## config.mk

```make
export PLATFORM = sky130hd
export DESIGN_NAME = golden_section_minimizer
export DESIGN_NICKNAME = d
export VERILOG_FILES = /design/src/hdl/gsm_pkg.sv /design/src/hdl/gsm_mul.sv /design/src/hdl/gsm_seq.sv /design/src/hdl/golden_section_minimizer.sv
export SDC_FILE = /design/constraint.sdc
export NUM_CORES = 2
export LEC_CHECK = 0
export ABC_CLOCK_PERIOD_IN_PS = 19900
export BUFFER_PORTS_ARGS = -buffer_cell sky130_fd_sc_hd__buf_2
export CAP_MARGIN = 20
export CORE_UTILIZATION = 59
export CTS_CLUSTER_DIAMETER = 150
export DETAILED_ROUTE_END_ITERATION = 6
export GPL_TIMING_DRIVEN = 0
export PLACE_DENSITY = 0.81
export SLEW_MARGIN = 10
export SYNTH_ARGS = -nofsm -noshare
export SYNTH_HDL_FRONTEND = slang
export SYNTH_SLANG_ARGS = --single-unit
```

## constraint.sdc

```tcl
create_clock -name clk -period 19.9 [get_ports clk]
set_input_delay 1.99 -clock clk [delete_from_list [all_inputs] [get_ports clk]]
set_output_delay 1.99 -clock clk [all_outputs]
set_load 0.02 [all_outputs]
```

## src/hdl/gsm_pkg.sv

```systemverilog
// shared types, widths and fixed-point helpers for the golden-section minimizer
// no dependencies; used by every module of the block
package gsm_pkg;

  localparam int PT_W          = 21;
  localparam int SPAN_W        = 22;
  localparam int TOL_W         = 21;
  localparam int STEPS_W       = 7;
  localparam int MUL_W         = 33;
  localparam int PROD_W        = 2 * MUL_W;
  localparam int VAL_W         = 40;
  localparam int MAX_STEPS_DEF = 64;
  localparam int FRAC_BITS_DEF = 16;
  localparam logic [TOL_W-1:0] TOL_RESET = 21'd2949;

  // saturation bounds for the polynomial intermediates
  localparam logic signed [PROD_W-1:0] S_HI = 66'sh000000000_80000000;
  localparam logic signed [PROD_W-1:0] S_LO = -S_HI;
  localparam logic signed [PROD_W-1:0] V_HI = 66'sh0000000_7FFFFFFFFF;
  localparam logic signed [PROD_W-1:0] V_LO = -V_HI - 66'sd1;

  typedef enum logic [3:0] {
    ST_IDLE,
    ST_CHECK,
    ST_PT,
    ST_PTW,
    ST_SQ,
    ST_SQW,
    ST_CU,
    ST_CUW,
    ST_V,
    ST_VW
  } gsm_state_t;

  typedef struct packed {
    logic                    en;
    logic signed [MUL_W-1:0] a;
    logic signed [MUL_W-1:0] b;
  } mul_req_t;

  // round-to-nearest golden ratio fraction at the given number of fraction bits
  function automatic logic signed [MUL_W-1:0] phi_q(input int frac);
    longint unsigned t;
    t = 64'd2654435769 + (64'd1 << (31 - frac));
    return MUL_W'(t >> (32 - frac));
  endfunction

  function automatic logic signed [MUL_W-1:0] sat_s(input logic signed [PROD_W-1:0] v);
    if (v > S_HI) begin
      return S_HI[MUL_W-1:0];
    end else if (v < S_LO) begin
      return S_LO[MUL_W-1:0];
    end
    return v[MUL_W-1:0];
  endfunction

  function automatic logic signed [VAL_W-1:0] sat_v(input logic signed [PROD_W-1:0] v);
    if (v > V_HI) begin
      return V_HI[VAL_W-1:0];
    end else if (v < V_LO) begin
      return V_LO[VAL_W-1:0];
    end
    return v[VAL_W-1:0];
  endfunction

endpackage

```

## src/hdl/gsm_mul.sv

```systemverilog
// shared signed multiplier with registered product
// depends on gsm_pkg for operand widths and the request struct
module gsm_mul (
  input  logic                              clk,
  input  gsm_pkg::mul_req_t                 req,
  output logic signed [gsm_pkg::PROD_W-1:0] prod
);

  always_ff @(posedge clk) begin
    if (req.en) begin
      prod <= req.a * req.b;
    end
  end

endmodule

```

## src/hdl/gsm_seq.sv

```systemverilog
// sequencer and datapath registers of the golden-section search
// depends on gsm_pkg; drives the shared multiplier gsm_mul
module gsm_seq #(
  parameter int MAX_STEPS = gsm_pkg::MAX_STEPS_DEF,
  parameter int FRAC_BITS = gsm_pkg::FRAC_BITS_DEF
) (
  input  logic                               clk,
  input  logic                               rst,
  input  logic                               start,
  input  logic signed [gsm_pkg::PT_W-1:0]    lo_end,
  input  logic signed [gsm_pkg::PT_W-1:0]    hi_end,
  input  logic        [gsm_pkg::TOL_W-1:0]   tol,
  output logic                               busy,
  output logic                               done,
  output logic signed [gsm_pkg::PT_W-1:0]    x_min,
  output logic        [gsm_pkg::STEPS_W-1:0] steps_taken,
  output logic                               hit_cap,
  output gsm_pkg::mul_req_t                  mul_req,
  input  logic signed [gsm_pkg::PROD_W-1:0]  prod
);

  localparam int PT_W    = gsm_pkg::PT_W;
  localparam int SPAN_W  = gsm_pkg::SPAN_W;
  localparam int MUL_W   = gsm_pkg::MUL_W;
  localparam int PROD_W  = gsm_pkg::PROD_W;
  localparam int VAL_W   = gsm_pkg::VAL_W;
  localparam int STEP_CW = $clog2(MAX_STEPS + 1);
  localparam logic signed [MUL_W-1:0] ONE_Q = MUL_W'(64'd1 << FRAC_BITS);
  localparam logic signed [MUL_W-1:0] PHI_Q = gsm_pkg::phi_q(FRAC_BITS);
  localparam logic signed [MUL_W-1:0] PHI_C = ONE_Q - PHI_Q;

  gsm_pkg::gsm_state_t state, state_next;

  logic signed [PT_W-1:0]   left_end, right_end, inner_low, inner_high, x_pt;
  logic signed [VAL_W-1:0]  value_low, value_high;
  logic signed [SPAN_W-1:0] span;
  logic signed [MUL_W-1:0]  s_val, one_m_s, one_m_c;
  logic [STEP_CW-1:0]       step_count;
  logic                     primed, pending_high, target_high;

  logic signed [SPAN_W-1:0] width_w, sum_w, new_span;
  logic signed [PROD_W-1:0] prod_sh;
  logic signed [PT_W-1:0]   new_pt;
  logic                     go_on, at_cap, take_low;

  assign width_w  = SPAN_W'(right_end) - SPAN_W'(left_end);
  assign sum_w    = SPAN_W'(right_end) + SPAN_W'(left_end);
  assign go_on    = width_w >= $signed({1'b0, tol});
  assign at_cap   = step_count >= STEP_CW'(MAX_STEPS);
  assign take_low = value_low <= value_high;
  assign new_span = take_low ? SPAN_W'(inner_high) - SPAN_W'(left_end)
                             : SPAN_W'(right_end) - SPAN_W'(inner_low);
  assign prod_sh  = prod >>> FRAC_BITS;
  // offset from left is within the span, so the low bits of the shifted product suffice
  assign new_pt   = PT_W'(SPAN_W'(left_end) + prod_sh[SPAN_W-1:0]);

  assign busy = (state != gsm_pkg::ST_IDLE) || rst;

  always_ff @(posedge clk) begin
    if (rst) begin
      state <= gsm_pkg::ST_IDLE;
    end else begin
      state <= state_next;
    end
  end

  always_comb begin
    state_next = state;
    mul_req    = '{en: 1'b0, a: '0, b: '0};
    case (state)
      gsm_pkg::ST_IDLE: begin
        if (start) begin
          state_next = gsm_pkg::ST_CHECK;
        end
      end
      gsm_pkg::ST_CHECK: begin
        if (!go_on || (primed && at_cap)) begin
          state_next = gsm_pkg::ST_IDLE;
        end else begin
          state_next = gsm_pkg::ST_PT;
        end
      end
      gsm_pkg::ST_PT: begin
        mul_req    = '{en: 1'b1, a: MUL_W'(span), b: target_high ? PHI_Q : PHI_C};
        state_next = gsm_pkg::ST_PTW;
      end
      gsm_pkg::ST_PTW: state_next = gsm_pkg::ST_SQ;
      gsm_pkg::ST_SQ: begin
        mul_req    = '{en: 1'b1, a: MUL_W'(x_pt), b: MUL_W'(x_pt)};
        state_next = gsm_pkg::ST_SQW;
      end
      gsm_pkg::ST_SQW: state_next = gsm_pkg::ST_CU;
      gsm_pkg::ST_CU: begin
        mul_req    = '{en: 1'b1, a: s_val, b: MUL_W'(x_pt)};
        state_next = gsm_pkg::ST_CUW;
      end
      gsm_pkg::ST_CUW: state_next = gsm_pkg::ST_V;
      gsm_pkg::ST_V: begin
        mul_req    = '{en: 1'b1, a: one_m_s, b: one_m_c};
        state_next = gsm_pkg::ST_VW;
      end
      gsm_pkg::ST_VW: begin
        state_next = pending_high ? gsm_pkg::ST_PT : gsm_pkg::ST_CHECK;
      end
      default: state_next = gsm_pkg::ST_IDLE;
    endcase
  end

  always_ff @(posedge clk) begin
    if (rst) begin
      done <= 1'b0;
    end else begin
      done <= (state == gsm_pkg::ST_CHECK) && (!go_on || (primed && at_cap));
    end
  end

  always_ff @(posedge clk) begin
    case (state)
      gsm_pkg::ST_IDLE: begin
        if (start && !rst) begin
          left_end     <= lo_end;
          right_end    <= hi_end;
          step_count   <= '0;
          primed       <= 1'b0;
          pending_high <= 1'b0;
        end
      end
      gsm_pkg::ST_CHECK: begin
        if (!go_on || (primed && at_cap)) begin
          x_min       <= sum_w[SPAN_W-1:1];
          steps_taken <= gsm_pkg::STEPS_W'(step_count);
          hit_cap     <= go_on;
        end else if (!primed) begin
          // first pass: both inner points of the starting interval
          primed       <= 1'b1;
          pending_high <= 1'b1;
          target_high  <= 1'b0;
          span         <= width_w;
        end else begin
          step_count <= step_count + STEP_CW'(1);
          span       <= new_span;
          if (take_low) begin
            right_end   <= inner_high;
            inner_high  <= inner_low;
            value_high  <= value_low;
            target_high <= 1'b0;
          end else begin
            left_end    <= inner_low;
            inner_low   <= inner_high;
            value_low   <= value_high;
            target_high <= 1'b1;
          end
        end
      end
      gsm_pkg::ST_PTW: begin
        x_pt <= new_pt;
        if (target_high) begin
          inner_high <= new_pt;
        end else begin
          inner_low <= new_pt;
        end
      end
      gsm_pkg::ST_SQW: s_val <= gsm_pkg::sat_s(prod_sh);
      gsm_pkg::ST_CUW: begin
        one_m_s <= ONE_Q - s_val;
        one_m_c <= ONE_Q - gsm_pkg::sat_s(prod_sh);
      end
      gsm_pkg::ST_VW: begin
        if (target_high) begin
          value_high <= gsm_pkg::sat_v(prod_sh);
        end else begin
          value_low <= gsm_pkg::sat_v(prod_sh);
        end
        if (pending_high) begin
          pending_high <= 1'b0;
          target_high  <= 1'b1;
        end
      end
      default: begin
      end
    endcase
  end

endmodule

```

## src/hdl/golden_section_minimizer.sv

```systemverilog
// golden-section minimizer of (1-x^2)(1-x^3) over a signed Q4.16 interval
//
// usage: load the tolerance with cfg_we/cfg_data while the block is idle
// (reset value about 0.045). Start a transaction by raising start with
// lo_end and hi_end while busy is low; the ends are taken at that edge.
// busy stays high until the search ends. The result (x_min, steps_taken,
// hit_cap) is shown for exactly one cycle with done high; the receiver
// cannot stall it, and a new start may be given in the done cycle.
//
// one shared 33x33 multiplier does all the work, each product followed by a
// wait state: a new inner point and its polynomial value take four products,
// plus a compare and update in the check state per narrowing step.
// done is registered from the check state that ends the search, which is the
// first check when the interval is already narrow, else the one after N steps,
// N at most MAX_STEPS. One transaction is in flight at a time.
// synchronous reset returns the sequencer to idle, drops done and restores
// the tolerance register; busy reads high while reset is held.
// depends on gsm_pkg, gsm_mul and gsm_seq
module golden_section_minimizer #(
  parameter int MAX_STEPS = gsm_pkg::MAX_STEPS_DEF,
  parameter int FRAC_BITS = gsm_pkg::FRAC_BITS_DEF
) (
  input  logic                               clk,
  input  logic                               rst,
  input  logic                               start,
  output logic                               busy,
  input  logic signed [gsm_pkg::PT_W-1:0]    lo_end,
  input  logic signed [gsm_pkg::PT_W-1:0]    hi_end,
  input  logic                               cfg_we,
  input  logic        [gsm_pkg::TOL_W-1:0]   cfg_data,
  output logic                               done,
  output logic signed [gsm_pkg::PT_W-1:0]    x_min,
  output logic        [gsm_pkg::STEPS_W-1:0] steps_taken,
  output logic                               hit_cap
);

  logic [gsm_pkg::TOL_W-1:0]         tolerance;
  gsm_pkg::mul_req_t                 mul_req;
  logic signed [gsm_pkg::PROD_W-1:0] prod;

  always_ff @(posedge clk) begin
    if (rst) begin
      tolerance <= gsm_pkg::TOL_RESET;
    end else if (cfg_we) begin
      tolerance <= cfg_data;
    end
  end

  gsm_seq #(
    .MAX_STEPS (MAX_STEPS),
    .FRAC_BITS (FRAC_BITS)
  ) u_seq (
    .clk         (clk),
    .rst         (rst),
    .start       (start),
    .lo_end      (lo_end),
    .hi_end      (hi_end),
    .tol         (tolerance),
    .busy        (busy),
    .done        (done),
    .x_min       (x_min),
    .steps_taken (steps_taken),
    .hit_cap     (hit_cap),
    .mul_req     (mul_req),
    .prod        (prod)
  );

  gsm_mul u_mul (
    .clk  (clk),
    .req  (mul_req),
    .prod (prod)
  );

endmodule

```

==> metrics <==
Mapped Nets=8014; Fin Hold WS=0.506 ns; cells after synthesis=6418; Filler cells=8509; Layout Utilization=0.645; Finished Cell Area=0.0669 mm²; Avg WL per Cell=28.4 µm; drt first pass iters=7; I/O pin total=98; crit path capture type=flop; Overflow after GRT=0; number of synthesized flops with an enable pin=395; Initial Util=0.596; placed cell count=7966; clock root cell=clkbuf_16; fmax=0.0767 GHz; Worst-Skew Late Latency=0.62 ns; Clock transition at path regs=0.07 ns; Yosys warnings=0; cts repair resizes=0; cell mode on critical path=fa_1; top-count cell post-synth=inv_1; Worst Path Buf+Inv=9; initial antenna violation count=9; outcome=complete, but fails checks; setup ws final=6.86 ns; Routed Wire Length=229 mm; met3 usage=0.127; Unique masters post-synth=80; CTS Buf Count=43; vias in the first global route=51000; Worst VDD drop=0.154 mV; row cnt=118; net total in the final layout=8239; DRC violations left=3; Synth Cell Area=0.0618 mm²; CP Class=reg2reg; R2R Setup Slk=6.86 ns; count of pins over their slew limit=0; RSZ-0062 raised after global routing=false; Total Die Area=0.106 mm²; DPL Wire Length=191 mm; Slew @ Worst Pin=1.44 ns; CTS HTree Levels=2; area delta synth->final=8.21%; commonest cells in the netlist=inv_1, fa_1, nor2_1, nand2_1, edfxtp_1; GR peak layer=met2; syn_area_per_cell=9.63 µm²; total power=2.77 mW; Final Cycle Share=0.655; PD cells=41.5 mW/mm²; drt via density=6.11; Max stage delay on crit path=1.14 ns; Slowest cell on crit path=a221o_1; Placed Area=0.0653 mm²; share of post-route cells with drive strength above 1=0.0520; Iteration-0 DRC Markers=5996; main area contributors after synthesis=fa_1, edfxtp_1, inv_1; met1 GRT Util=0.580; Final Hold Viols=0; sequential area share after synthesis=0.200; vias=49300; Min-Delay Path Class=reg2reg; Placer Congestion=1.08; Post-CTS Hold Buffers=0; CP required=20.23 ns; GRT Util Overall=0.441; minimum clock period=13.04 ns; Top FF cell, synth=edfxtp_1; clock tree from TritonCTS=yes; final setup TNS=0 ns; largest fanout on the critical path=10; Async S/R FF share, synth=0; met2 usage=0.650; core area=0.104 mm²; # setup viols final=0; Die X=326 µm; height of the die=326 µm; count of buffers from port buffering=96; number of post-CTS setup repair buffers=0; first-pass GRT wire length=336 mm; Slew headroom=0.0414; Max-Cap Viols=0; Final ANT Viol Nets=0; critical path startpoint category=flop; clock tree buffer depth=3; FF+latch count, synth=421; fin cells=8058; Critical Path AT=13.37 ns; DP Worst Slack=7.46 ns; leading area contributor after synthesis=fa_1; CTS sink count=421; largest net degree at the start of global routing=32; Synth top area share=0.372; violated checks=design-rule violations; Final Skew=0.0387 ns; static leakage=32.0 nW; critical path's top delay family=adder cells
-- sequential cells by signal, summed over array words and instances (netlist names) --
signal / count
tolerance: 21
u_mul.prod: 50
u_seq.done: 1
u_seq.hit_cap: 1
u_seq.inner_high: 21
u_seq.inner_low: 21
u_seq.left_end: 21
u_seq.one_m_c: 33
u_seq.one_m_s: 33
u_seq.pending_high: 1
u_seq.primed: 1
u_seq.right_end: 21
u_seq.s_val: 33
u_seq.span: 22
u_seq.state: 4
u_seq.step_count: 7
u_seq.steps_taken: 7
u_seq.target_high: 1
u_seq.value_high: 40
u_seq.value_low: 40
u_seq.x_min: 21
u_seq.x_pt: 21
-- worst register-to-register path: cells and delay by family, from the launching register on --
family	cells	cell delay (ns)
AO/OA/AOI/OAI	10	3.59
XOR/XNOR	1	0.14
adder cells (fa/ha/maj)	9	4.52
buffers and inverters	9	2.99
flip-flops	1	0.29
AND/OR/NAND/NOR	3	1.21
-- cells in the final DEF (no fill, tap or decap), drive strengths merged, types with 14 or more instances in the layout --
cell	count
a211oi	54
a21o	80
a21oi	187
a221o	44
a221oi	48
a31oi	18
and2	53
and3	15
buf	203
clkbuf	316
clkinv	21
dfxtp	26
edfxtp	395
fa	1149
ha	380
inv	1322
mux2i	114
nand2	706
nand2b	42
nand3	35
nand4	29
nor2	756
nor2b	31
nor3	56
nor4	20
o211ai	14
o21a	24
o21ai	138
o21bai	22
or3	14
xnor2	138
xor2	63
-- kinds of logic after synthesis --
logic type / after synthesis / share of synthesized area
buffers and inverters: 1611 / 0.0983
DFF: 421 / 0.200
and+or+nand+nor: 1813 / 0.124
AOI/OAI and AO/OA: 718 / 0.0786
xor gates and xnor gates: 201 / 0.0285
muxes: 125 / 0.0205
adders and majority gates: 1529 / 0.449
-- report_power, final --
group | internal (mW) | switching, mW
Combinational | 0.255 | 0.580
Sequential | 1.04 | 0.0457
Clock | 0.470 | 0.384
Total | 1.76 | 1.01
-- metal layers --
layer  part of all wire  vias to the layer above
met5           0.000057                        -
met4              0.074                        2
met3               0.12                      703
met2               0.43                     3158
met1               0.37                    24900
li1                   -                    20500
-- layout make-up --
cell class	instances	area [µm²]	area share
plain buffers	291	1130	0.0169
diodes	3	7.51	0.000112
repair buffers	180	1500	0.0225
well taps	1380	1730	0.0258
clock buffers	48	1090	0.0164
multi-input cells	4386	43700	0.654
inverters	1320	4950	0.0741
clock inverters	29	354	0.00530
flip-flops and latches	421	12400	0.185
-- worst paths after layout --
path / from / cells after the start / end
setup / recovery: u_seq.state[0] / 32 / u_mul.prod[59]
hold / removal: tolerance[14] / 2 / tolerance[14]
setup reg to reg: u_seq.state[0] / 32 / u_mul.prod[59]
hold reg to reg: tolerance[14] / 2 / tolerance[14]
No activity file was read; power rests on OpenSTA's default activity.
